$ cat config.mk
export PLATFORM = sky130hd
export DESIGN_NAME = delta_list_timer_queue
export DESIGN_NICKNAME = d
export VERILOG_FILES = /design/src/rtl/dltq_pkg.sv /design/src/rtl/dltq_store.sv /design/src/rtl/delta_list_timer_queue.sv
export SDC_FILE = /design/constraint.sdc
export NUM_CORES = 1
export LEC_CHECK = 0
export BUFFER_PORTS_ARGS = -buffer_cell sky130_fd_sc_hd__buf_2
export CORE_MARGIN = 4
export CORE_UTILIZATION = 63
export CTS_CLUSTER_DIAMETER = 120
export DETAILED_ROUTE_END_ITERATION = 8
export PLACE_DENSITY = 0.81
export SYNTH_ARGS = -nofsm -noshare
export SYNTH_HDL_FRONTEND = slang
export SYNTH_HIERARCHICAL = 1
export SYNTH_SLANG_ARGS = --single-unit
$ cat constraint.sdc
create_clock -name clock -period 8.6 [get_ports clock]
set_clock_uncertainty 0.15 [all_clocks]
set_input_delay 1.29 -clock clock [delete_from_list [all_inputs] [get_ports clock]]
set_output_delay 1.29 -clock clock [all_outputs]
set_load 0.01 [all_outputs]
$ cat src/rtl/dltq_pkg.sv
// Package for the delta list timer queue: word types, sizes and result codes.
// No dependencies.
package dltq_pkg;
   localparam int DEPTH = 16;
   localparam int IDX_W = $clog2(DEPTH);
   localparam int CNT_W = $clog2(DEPTH + 1);

   localparam logic REQ_TICK = 1'b0;
   localparam logic REQ_SET  = 1'b1;

   localparam logic [1:0] KIND_SET_OK   = 2'd0;
   localparam logic [1:0] KIND_SET_FULL = 2'd1;
   localparam logic [1:0] KIND_EXPIRED  = 2'd2;

   typedef struct packed {
      logic        req_type;
      logic [7:0]  tmr_key;
      logic [31:0] duration;
   } req_word_type;

   typedef struct packed {
      logic [1:0] result_kind;
      logic [7:0] result_id;
      logic       last;
   } rsp_word_type;

   typedef struct packed {
      logic [31:0] delta;
      logic [7:0]  id;
   } entry_type;
endpackage

$ cat src/rtl/dltq_store.sv
// Timer list store: one synchronous memory of delta/id entries, registered read.
// Depends on dltq_pkg.
module dltq_store (
   input  logic                  clock,
   input  logic                  wr_en,
   input  logic [dltq_pkg::IDX_W-1:0] wr_addr,
   input  dltq_pkg::entry_type   wr_data,
   input  logic [dltq_pkg::IDX_W-1:0] rd_addr,
   output dltq_pkg::entry_type   rd_data
);
   import dltq_pkg::*;

   entry_type mem [DEPTH];

   always_ff @(posedge clock) begin
      if (wr_en) mem[wr_addr] <= wr_data;
      rd_data <= mem[rd_addr];
   end
endmodule

$ cat src/rtl/delta_list_timer_queue.sv
// Delta list timer queue top level: sequencer around the list store.
// Depends on dltq_pkg and dltq_store.
//
// channel  ports             direction  handshake
// request  req_word          in         start & !busy
// response rsp_word          out        rsp_strobe, one cycle, no stall
//
// A set reads and checks entries up to the insertion point, then shifts the
// later entries back one slot (a read and a write each) and inserts; a full
// store replies at once. A tick reads and checks entries from the head, then
// moves the remaining entries forward (a read and a write each) and finishes.
// Each word is registered out of the state that makes it. The receiver cannot stall.
// Reset empties the list at once; no clearing pass.
module delta_list_timer_queue (
   input  logic                   clock,
   input  logic                   reset,
   input  logic                   start,
   output logic                   busy,
   input  dltq_pkg::req_word_type req_word,
   output logic                   rsp_strobe,
   output dltq_pkg::rsp_word_type rsp_word
);
   import dltq_pkg::*;

   localparam logic [3:0] ST_IDLE  = 4'd0;
   localparam logic [3:0] ST_SRD   = 4'd1;
   localparam logic [3:0] ST_SCHK  = 4'd2;
   localparam logic [3:0] ST_SHRD  = 4'd3;
   localparam logic [3:0] ST_SHWR  = 4'd4;
   localparam logic [3:0] ST_SINS  = 4'd5;
   localparam logic [3:0] ST_TRD   = 4'd6;
   localparam logic [3:0] ST_TCHK  = 4'd7;
   localparam logic [3:0] ST_MVRD  = 4'd8;
   localparam logic [3:0] ST_MVWR  = 4'd9;

   logic [3:0]        state_ff, state_in;
   logic [CNT_W-1:0]  count_ff, count_in;
   logic [CNT_W-1:0]  pos_ff, pos_in;
   logic [CNT_W-1:0]  ptr_ff, ptr_in;
   logic [CNT_W-1:0]  nexp_ff, nexp_in;
   logic [31:0]       rem_ff, rem_in;
   logic [7:0]        id_ff, id_in;
   logic              first_ff, first_in;
   logic              pend_ff, pend_in;
   rsp_word_type      pword_ff, pword_in;
   logic              strobe_ff, strobe_in;
   rsp_word_type      rsp_ff, rsp_in;
   logic              expired;

   logic              wr_en;
   logic [IDX_W-1:0]  wr_addr, rd_addr;
   entry_type         wr_data, rd_data;

   dltq_store u_store (
      .clock(clock), .wr_en(wr_en), .wr_addr(wr_addr), .wr_data(wr_data),
      .rd_addr(rd_addr), .rd_data(rd_data)
   );

   assign busy       = (state_ff != ST_IDLE);
   assign rsp_strobe = strobe_ff;
   assign rsp_word   = rsp_ff;

   always_comb begin
      state_in  = state_ff;
      count_in  = count_ff;
      pos_in    = pos_ff;
      ptr_in    = ptr_ff;
      nexp_in   = nexp_ff;
      rem_in    = rem_ff;
      id_in     = id_ff;
      first_in  = first_ff;
      pend_in   = pend_ff;
      pword_in  = pword_ff;
      strobe_in = 1'b0;
      rsp_in    = rsp_ff;
      expired   = 1'b0;
      wr_en     = 1'b0;
      wr_addr   = '0;
      wr_data   = '0;
      rd_addr   = '0;
      case (state_ff)
         ST_IDLE: begin
            if (start) begin
               id_in  = req_word.tmr_key;
               rem_in = req_word.duration;
               pos_in = '0;
               if (req_word.req_type == REQ_SET) begin
                  if (count_ff >= CNT_W'(DEPTH)) begin
                     strobe_in = 1'b1;
                     rsp_in    = '{KIND_SET_FULL, req_word.tmr_key, 1'b1};
                  end else if (count_ff == '0) begin
                     state_in = ST_SINS;
                  end else begin
                     state_in = ST_SRD;
                  end
               end else if (count_ff != '0) begin
                  first_in = 1'b1;
                  pend_in  = 1'b0;
                  state_in = ST_TRD;
               end
            end
         end
         ST_SRD: begin
            rd_addr  = pos_ff[IDX_W-1:0];
            state_in = ST_SCHK;
         end
         ST_SCHK: begin
            if (rem_ff >= rd_data.delta) begin
               rem_in = rem_ff - rd_data.delta;
               pos_in = pos_ff + 1'b1;
               state_in = (pos_ff + 1'b1 == count_ff) ? ST_SINS : ST_SRD;
            end else begin
               wr_en    = 1'b1;
               wr_addr  = pos_ff[IDX_W-1:0];
               wr_data  = '{rd_data.delta - rem_ff, rd_data.id};
               ptr_in   = count_ff;
               state_in = ST_SHRD;
            end
         end
         ST_SHRD: begin
            if (ptr_ff == pos_ff) begin
               state_in = ST_SINS;
            end else begin
               rd_addr  = IDX_W'(ptr_ff - 1'b1);
               state_in = ST_SHWR;
            end
         end
         ST_SHWR: begin
            wr_en    = 1'b1;
            wr_addr  = ptr_ff[IDX_W-1:0];
            wr_data  = rd_data;
            ptr_in   = ptr_ff - 1'b1;
            state_in = ST_SHRD;
         end
         ST_SINS: begin
            wr_en     = 1'b1;
            wr_addr   = pos_ff[IDX_W-1:0];
            wr_data   = '{rem_ff, id_ff};
            count_in  = count_ff + 1'b1;
            strobe_in = 1'b1;
            rsp_in    = '{KIND_SET_OK, id_ff, 1'b1};
            state_in  = ST_IDLE;
         end
         ST_TRD: begin
            rd_addr  = pos_ff[IDX_W-1:0];
            state_in = ST_TCHK;
         end
         ST_TCHK: begin
            first_in = 1'b0;
            expired  = first_ff ? (rd_data.delta <= 32'd1) : (rd_data.delta == '0);
            if (first_ff && rd_data.delta != '0) begin
               wr_en   = 1'b1;
               wr_addr = '0;
               wr_data = '{rd_data.delta - 32'd1, rd_data.id};
            end
            if (expired) begin
               if (pend_ff) begin
                  strobe_in = 1'b1;
                  rsp_in    = pword_ff;
               end
               pend_in  = 1'b1;
               pword_in = '{KIND_EXPIRED, rd_data.id, 1'b0};
               pos_in   = pos_ff + 1'b1;
               state_in = (pos_ff + 1'b1 == count_ff) ? ST_MVRD : ST_TRD;
            end else begin
               state_in = ST_MVRD;
            end
            nexp_in = pos_ff;
            ptr_in  = pos_ff;
            if (state_in == ST_MVRD) begin
               nexp_in = expired ? pos_ff + 1'b1 : pos_ff;
               ptr_in  = nexp_in;
            end
         end
         ST_MVRD: begin
            // held-back expiry word goes out here, marked last
            if (pend_ff) begin
               strobe_in   = 1'b1;
               rsp_in      = pword_ff;
               rsp_in.last = 1'b1;
               pend_in     = 1'b0;
            end
            if (nexp_ff == '0 || ptr_ff == count_ff) begin
               count_in = count_ff - nexp_ff;
               state_in = ST_IDLE;
            end else begin
               rd_addr  = ptr_ff[IDX_W-1:0];
               state_in = ST_MVWR;
            end
         end
         ST_MVWR: begin
            wr_en    = 1'b1;
            wr_addr  = IDX_W'(ptr_ff - nexp_ff);
            wr_data  = rd_data;
            ptr_in   = ptr_ff + 1'b1;
            state_in = ST_MVRD;
         end
         default: state_in = ST_IDLE;
      endcase
   end

   always_ff @(posedge clock) begin
      if (reset) begin
         state_ff  <= ST_IDLE;
         count_ff  <= '0;
         strobe_ff <= 1'b0;
         pend_ff   <= 1'b0;
         first_ff  <= 1'b0;
      end else begin
         state_ff  <= state_in;
         count_ff  <= count_in;
         strobe_ff <= strobe_in;
         pend_ff   <= pend_in;
         first_ff  <= first_in;
      end
      pos_ff   <= pos_in;
      ptr_ff   <= ptr_in;
      nexp_ff  <= nexp_in;
      rem_ff   <= rem_in;
      id_ff    <= id_in;
      pword_ff <= pword_in;
      rsp_ff   <= rsp_in;
   end
endmodule
==> flow_metrics.env, run 1 <==
export IMPL_hold_viol_final=0
export IMPL_ctsResizeCount=0
export IMPL_start_util_pct=64.04
export IMPL_synth_simple_gate_area_share_pct=6.276
export IMPL_cts_reportedPaths_clkPinSlew_ns=0.07
export IMPL_async_flop_share_pct=0
export IMPL_drt_iter0_drc=3778
export IMPL_ant_nets=0
export IMPL_drive_above_1_share_pct=15.95
export IMPL_maxCapViolations=0
export IMPL_cts_sinks=766
export IMPL_h_tree_depth=3
export IMPL_gp_congestion=0.9188
export IMPL_setup_tns_final_ns=0
export IMPL_grt_usage_pct=33.39
export IMPL_hpwl_microns=55160
export IMPL_core_sq_um=54130
export IMPL_io_pins=57
export IMPL_leakage_nw=13.27
export IMPL_outcome="complete, no violations"
export IMPL_synthAdderAreaFrac_pct=2.938
export IMPL_relSlewSlack_pct=10.49
export IMPL_vias=22341
export IMPL_ys_seq_elements=766
export IMPL_synth_area_sq_um=34670
export IMPL_die_w_microns=242.6
export IMPL_synth_edf_count=714
export IMPL_ys_warn_count=6
export IMPL_worstSetupPathType="reg -> reg"
export IMPL_rsz0062_at_grt="no"
export IMPL_final_nets=2459
export IMPL_final_cells=3092
export IMPL_die_area_sq_um=58850
export IMPL_fin_crit_sh_pct=65.88
export IMPL_grt_start_max_net_pins=114
export IMPL_syn_inst=2275
export IMPL_post_cts_setup_buffers=0
export IMPL_worstMarginPinSlew_ns=1.337
export IMPL_max_freq_mhz=176.5
export IMPL_multi_input_area_sq_um=11320
export IMPL_clk_latency_ns=0.64
export IMPL_clockBufferDepth=3
export IMPL_drcViolationCount=0
export IMPL_drv_slew=0
export IMPL_synthTopCellsByArea="edfxtp_1 (62%), mux4_2 (6.5%), mux4_1 (4.5%), dfxtp_1 (3.0%), ha_1 (2.7%)"
export IMPL_grt_pass1_wl_microns=146700
export IMPL_synth_top_family_by_area="multiplexers"
export IMPL_yosysTopAreaCell="edfxtp_1"
export IMPL_routedWlPerCell_microns=31.86
export IMPL_synth_fp_nets=2398
export IMPL_row_count=85
export IMPL_yosysSeqAreaShare_pct=64.85
export IMPL_cts_tree="built"
export IMPL_cp_max_fo=23
export IMPL_yosysTopAreaCellShare_pct=61.85
export IMPL_setup_violations=0
export IMPL_drtPass1Iterations=7
export IMPL_synthXorXnorAreaFrac_pct=1.971
export IMPL_power_density_nw_per_um2=401.4
export IMPL_critPathArrivalTime_ns=5.77
export IMPL_viasPerCell=7.225
export IMPL_port_buffer_count=56
export IMPL_placed_cells=2953
export IMPL_syn2layout_area_growth_pct=10.59
export IMPL_start_kind="register"
export IMPL_avgSynthCellArea_sq_um=15.24
export IMPL_utilization_pct=70.82
export IMPL_max_vdd_ir_drop_v=0.0002294
export IMPL_synth_compound_area_share_pct=9.727
export IMPL_antenna_found_initial=1
export IMPL_numCtsBuffers=76
export IMPL_synthFlopType="edfxtp_1"
export IMPL_min_delay_path_class="reg -> reg"
export IMPL_cts_root_buf="clkbuf_16"
export IMPL_hold_buffers=0
export IMPL_cp_required_ns=8.70
export IMPL_finalCriticalPeriod_ns=5.666
export IMPL_synth_distinct_cells=79
export IMPL_nFillCells=3208
export IMPL_overflow=0
export IMPL_drt_wl_total_microns=98520
export IMPL_register_area_sq_um=22480
export IMPL_die_y_microns=242.6
export IMPL_grt_pass1_vias=22180
export IMPL_critPathCaptureType="register"
export IMPL_synth_area_mux_share_pct=11.20
==> logic make-up after synthesis <==
group,Yosys count
buf+inv,221
mux,165
flops,766
fa+ha+maj,79
xor+xnor,78
compound gates,512
simple gates,454
==> per-stage QoR <==
stage | power (mW) | setup slack, ns | area (sq um) | hold slack, ns
CTS | 15.21 | 3.060 | 38320 | 0.2990
floorplan | 9.650 | 2.048 | 34670 | 0.2591
finish | 15.39 | 2.934 | 38340 | 0.3087
global route | 16.00 | 2.711 | 38340 | 0.3091
detailed placement | 11.57 | 3.177 | 35710 | 0.2679
global placement | 11.44 | 3.454 | 35710 | 0.2684
==> worst max-delay path, stage by stage (launching register included) <==
cell and delay (ns):
dfxtp_1 0.50, ha_1 0.42, nor2b_1 0.20, o31a_1 0.29
o41ai_2 0.69, a221oi_1 0.25, nor2_1 0.37, nor2_1 0.19
a2bb2oi_1 0.17, o211ai_1 0.34, nand3_1 0.43, nor2_4 0.71
buf_4 0.53
==> cell usage after synthesis, drive strengths merged (4+ instances only) <==
| library cell | n |
|---|---|
| ha | 75 |
| nand3 | 32 |
| mux4 | 160 |
| nor2b | 9 |
| nor3 | 36 |
| buf | 39 |
| a311oi | 4 |
| o211ai | 10 |
| or2 | 6 |
| xnor2 | 47 |
| o21bai | 15 |
| nor2 | 115 |
| a21oi | 114 |
| or3 | 8 |
| nand2 | 168 |
| a22oi | 92 |
| o31ai | 10 |
| nor4 | 12 |
| a21o | 26 |
| and3 | 17 |
| a221oi | 13 |
| o21a | 13 |
| a211oi | 11 |
| or4 | 4 |
| nand3b | 6 |
| nand2b | 10 |
| and2 | 8 |
| edfxtp | 714 |
| a221o | 20 |
| xor2 | 31 |
| inv | 91 |
| nand4 | 14 |
| a21boi | 8 |
| fa | 4 |
| a22o | 9 |
| dfxtp | 52 |
| mux2i | 4 |
| o21ai | 132 |
| a31oi | 5 |
| clkbuf | 88 |
==> area by class of cell <==
cell class,count,area share [%]
sequential,766,58.64
inverter,94,0.9203
multi-input combinational,1288,29.52
timing repair buffer,110,1.821
clock inverter,36,1.315
clock buffer,101,5.502
tap,696,2.271
antenna,1,0.006527
==> flip-flops by register name, summed over array words and instances (netlist names), 4 cells and up <==
register / count
ptr_ff: 5
u_store/mem: 640
rsp_word: 11
u_store/rd_data: 40
nexp_ff: 5
pword_ff: 8
pos_ff: 5
id_ff: 8
count_ff: 5
rem_ff: 32
state_ff: 4
==> layer usage <==
layer,routed length [microns],vias up,track usage (%)
met3,12160,328,8.388
met2,46930,1878,52.73
met5,0,-,0
met1,35060,11014,45.69
li1,-,9121,-
met4,4365,0,12.85
==> cells in the final DEF (no fill, tap or decap), drive strengths merged, types with 13 or more instances in the layout <==
cell | synthesis | routed
a21o | 26 | 26
a21oi | 114 | 114
a221o | 20 | 20
a221oi | 13 | 13
a22oi | 92 | 92
and3 | 17 | 17
buf | 39 | 110
clkbuf | 88 | 101
clkinv | 3 | 25
dfxtp | 52 | 52
edfxtp | 714 | 714
ha | 75 | 75
inv | 91 | 93
mux4 | 160 | 160
nand2 | 168 | 168
nand3 | 32 | 32
nand4 | 14 | 14
nor2 | 115 | 115
nor3 | 36 | 36
o21a | 13 | 13
o21ai | 132 | 132
o21bai | 15 | 15
xnor2 | 47 | 47
xor2 | 31 | 31
==> where the power goes <==
part	internal (mW)	switching, mW
Clock	2.02	1.48
Sequential	5.19	0.463
Combinational	2.16	4.08
==> final timing paths <==
kind,slack [ns],from,endpoint,cells after the start
setup reg to reg,2.93,u_store/rd_data[10],u_store/mem[15][22],12
setup / recovery,2.93,u_store/rd_data[10],u_store/mem[15][22],12
hold / removal,0.31,u_store/rd_data[1],pword_ff[2],0
hold reg to reg,0.31,u_store/rd_data[1],pword_ff[2],0
No activity file was read; power rests on OpenSTA's default activity.
==> run 2, diff against run 1 <==
--- a/config.mk
+++ b/config.mk
@@ -7,10 +7,10 @@
 export LEC_CHECK = 0
 export BUFFER_PORTS_ARGS = -buffer_cell sky130_fd_sc_hd__buf_2
 export CORE_MARGIN = 4
-export CORE_UTILIZATION = 63
+export CORE_UTILIZATION = 57
 export CTS_CLUSTER_DIAMETER = 120
 export DETAILED_ROUTE_END_ITERATION = 8
-export PLACE_DENSITY = 0.81
+export PLACE_DENSITY = 0.77
 export SYNTH_ARGS = -nofsm -noshare
 export SYNTH_HDL_FRONTEND = slang
 export SYNTH_HIERARCHICAL = 1
==> constraint.sdc (replaced) <==
create_clock -name clock -period 5.03 [get_ports clock]
set_clock_uncertainty 0.15 [all_clocks]
set_input_delay 0.7545 -clock clock [delete_from_list [all_inputs] [get_ports clock]]
set_output_delay 0.7545 -clock clock [all_outputs]
set_load 0.01 [all_outputs]
==> flow_metrics.env, run 2 (synthesis results as in run 1) <==
export IMPL_io_pins=57
export IMPL_max_flop_register="u_store/mem"
export IMPL_final_nets=2507
export IMPL_relSlewSlack_pct=18.33
export IMPL_gp_congestion=0.9409
export IMPL_port_buffer_count=56
export IMPL_rsz0062_at_grt="no"
export IMPL_grt_usage_pct=30.27
export IMPL_hold_buffers=0
export IMPL_drive_above_1_share_pct=17.20
export IMPL_r2r_start="u_store/rd_data[10]"
export IMPL_overflow=0
export IMPL_vias=22059
export IMPL_drt_wl_total_microns=98250
export IMPL_leakage_nw=13.50
export IMPL_row_count=90
export IMPL_placed_cells=3085
export IMPL_finalCriticalPeriod_ns=4.894
export IMPL_grt_start_max_net_pins=70
export IMPL_core_sq_um=60250
export IMPL_cts_reportedPaths_clkPinSlew_ns=0.06
export IMPL_viasPerCell=6.827
export IMPL_drt_iter0_drc=2684
export IMPL_cp_max_fo=12
export IMPL_antenna_found_initial=3
export IMPL_setup_violations=0
export IMPL_outcome="finished, violations left"
export IMPL_drtPass1Iterations=8
export IMPL_start_util_pct=57.54
export IMPL_crit_buf_inv=1
export IMPL_maxCapViolations=0
export IMPL_crit_cells=12
export IMPL_pre_cts_ws_ns=0.2878
export IMPL_ff2ff_path_depth=12
export IMPL_cts_tree="built"
export IMPL_cp_slowest_cell="nor2_2"
export IMPL_worstMarginPinSlew_ns=1.222
export IMPL_ant_nets=0
export IMPL_die_y_microns=254.6
export IMPL_cts_root_buf="clkbuf_16"
export IMPL_max_vdd_ir_drop_v=0.0003601
export IMPL_fin_crit_sh_pct=97.30
export IMPL_violations="DRC"
export IMPL_hold_viol_final=0
export IMPL_cp_cell_sequence="ha_1 > nor2b_1 > o31a_1 > o41ai_2 > a221oi_1 > nor2_1 > o21ai_2 > nand2b_1 > a221o_1 > buf_4 > nand2b_1 > nor2_2"
export IMPL_routedWlPerCell_microns=30.41
export IMPL_cts_sinks=766
export IMPL_timing_rr_end="u_store/mem[13][32]"
export IMPL_worstSetupPathType="reg -> reg"
export IMPL_max_freq_mhz=204.3
export IMPL_die_w_microns=254.6
export IMPL_syn2layout_area_growth_pct=12.50
export IMPL_cp_required_ns=5.11
export IMPL_layout_commonest_cell="edfxtp_1"
export IMPL_grt_pass1_vias=21820
export IMPL_power_density_nw_per_um2=678.2
export IMPL_cpLargestDelayFamily="simple AND/OR/NAND/NOR gates"
export IMPL_critPathArrivalTime_ns=4.97
export IMPL_clk_latency_ns=0.62
export IMPL_numCtsBuffers=78
export IMPL_min_delay_path_class="in -> reg"
export IMPL_post_cts_setup_buffers=0
export IMPL_cp_startpoint="u_store/rd_data[10]"
export IMPL_top_regs="u_store/mem x640, u_store/rd_data x40, rem_ff x32"
export IMPL_largest_reg_flops=640
export IMPL_critPathCaptureType="register"
export IMPL_grt_pass1_wl_microns=144100
export IMPL_clockBufferDepth=3
export IMPL_r2r_setup_slack_ns=0.14
export IMPL_drcViolationCount=2
export IMPL_start_kind="register"
export IMPL_layout_common_cells="edfxtp_1 (714), nand2_1 (168), o21ai_0 (131), a21oi_1 (113), nor2_1 (102)"
export IMPL_h_tree_depth=3
export IMPL_hpwl_microns=58640
export IMPL_final_cells=3231
export IMPL_crit_top_cell="nand2b_1"
export IMPL_drv_slew=0
export IMPL_die_area_sq_um=64830
export IMPL_cpPeakStageDelay_ns=1.07
export IMPL_ctsResizeCount=0
export IMPL_setup_ws_ns=0.1358
export IMPL_endpoint="u_store/mem[13][32]"
[run 2: cell type report]
| class | instances | area (sq um) |
|---|---|---|
| repair buffers | 155 | 1274 |
| clock inverters | 46 | 493.0 |
| multi-input cells | 1289 | 11350 |
| fillers | 3979 | 21240 |
| well taps | 782 | 978.4 |
| flip-flops and latches | 766 | 22480 |
| clock buffers | 98 | 2068 |
| diodes | 1 | 2.502 |
| inverters | 94 | 352.8 |
[run 2: per-layer routing]
layer	global-route usage [%]	wire length [microns]	up-vias
met4	8.200	2651	0
met1	44.37	37560	11036
met2	47.11	46180	1616
met5	0	0	-
li1	-	-	9218
met3	6.537	11860	189
[run 2: worst min path at each step]
stage               depth (start not counted)  slack, ns               start     endpoint
floorplan                                   0       0.26  u_store/rd_data[0]  pword_ff[1]
global placement                            0       0.27  u_store/rd_data[1]  pword_ff[2]
detailed placement                          0       0.27  u_store/rd_data[1]  pword_ff[2]
CTS                                         1       0.16        req_word[38]     id_ff[6]
global route                                1       0.17        req_word[38]     id_ff[6]
finish                                      1       0.19        req_word[38]     id_ff[6]
[run 2: worst reg2reg max path, stage by stage, from the launching register on]
cell and delay (ns):
dfxtp_1 0.49, ha_1 0.42, nor2b_1 0.20, o31a_1 0.30, o41ai_2 0.35, a221oi_1 0.15, nor2_1 0.24, o21ai_2 0.11
nand2b_1 0.19, a221o_1 0.27, buf_4 0.18, nand2b_1 0.38, nor2_2 1.07
[run 2: metrics by stage]
step / setup TNS [ns] / utilization, % / area (sq um) / total power, mW / hold slack (ns)
2_1_floorplan: -72.02 / - / 34710 / 16.50 / 0.2591
5_1_grt: 0 / 64.73 / 39000 / 27.56 / 0.1729
4_1_cts: 0 / 64.72 / 38990 / 26.23 / 0.1628
3_3_place_gp: 0 / 60.47 / 36430 / 20.02 / 0.2694
6_report: 0 / 64.74 / 39000 / 26.45 / 0.1858
3_5_place_dp: 0 / 60.47 / 36430 / 20.19 / 0.2666
[run 2: report_power, final]
| part | switching, mW | internal, mW | total (mW) | leakage (nW) |
|---|---|---|---|---|
| Sequential | 0.691 | 8.86 | 9.55 | 7.03 |
| Clock | 2.50 | 3.41 | 5.91 | 1.24 |
| Combinational | 7.06 | 3.94 | 11.0 | 5.23 |
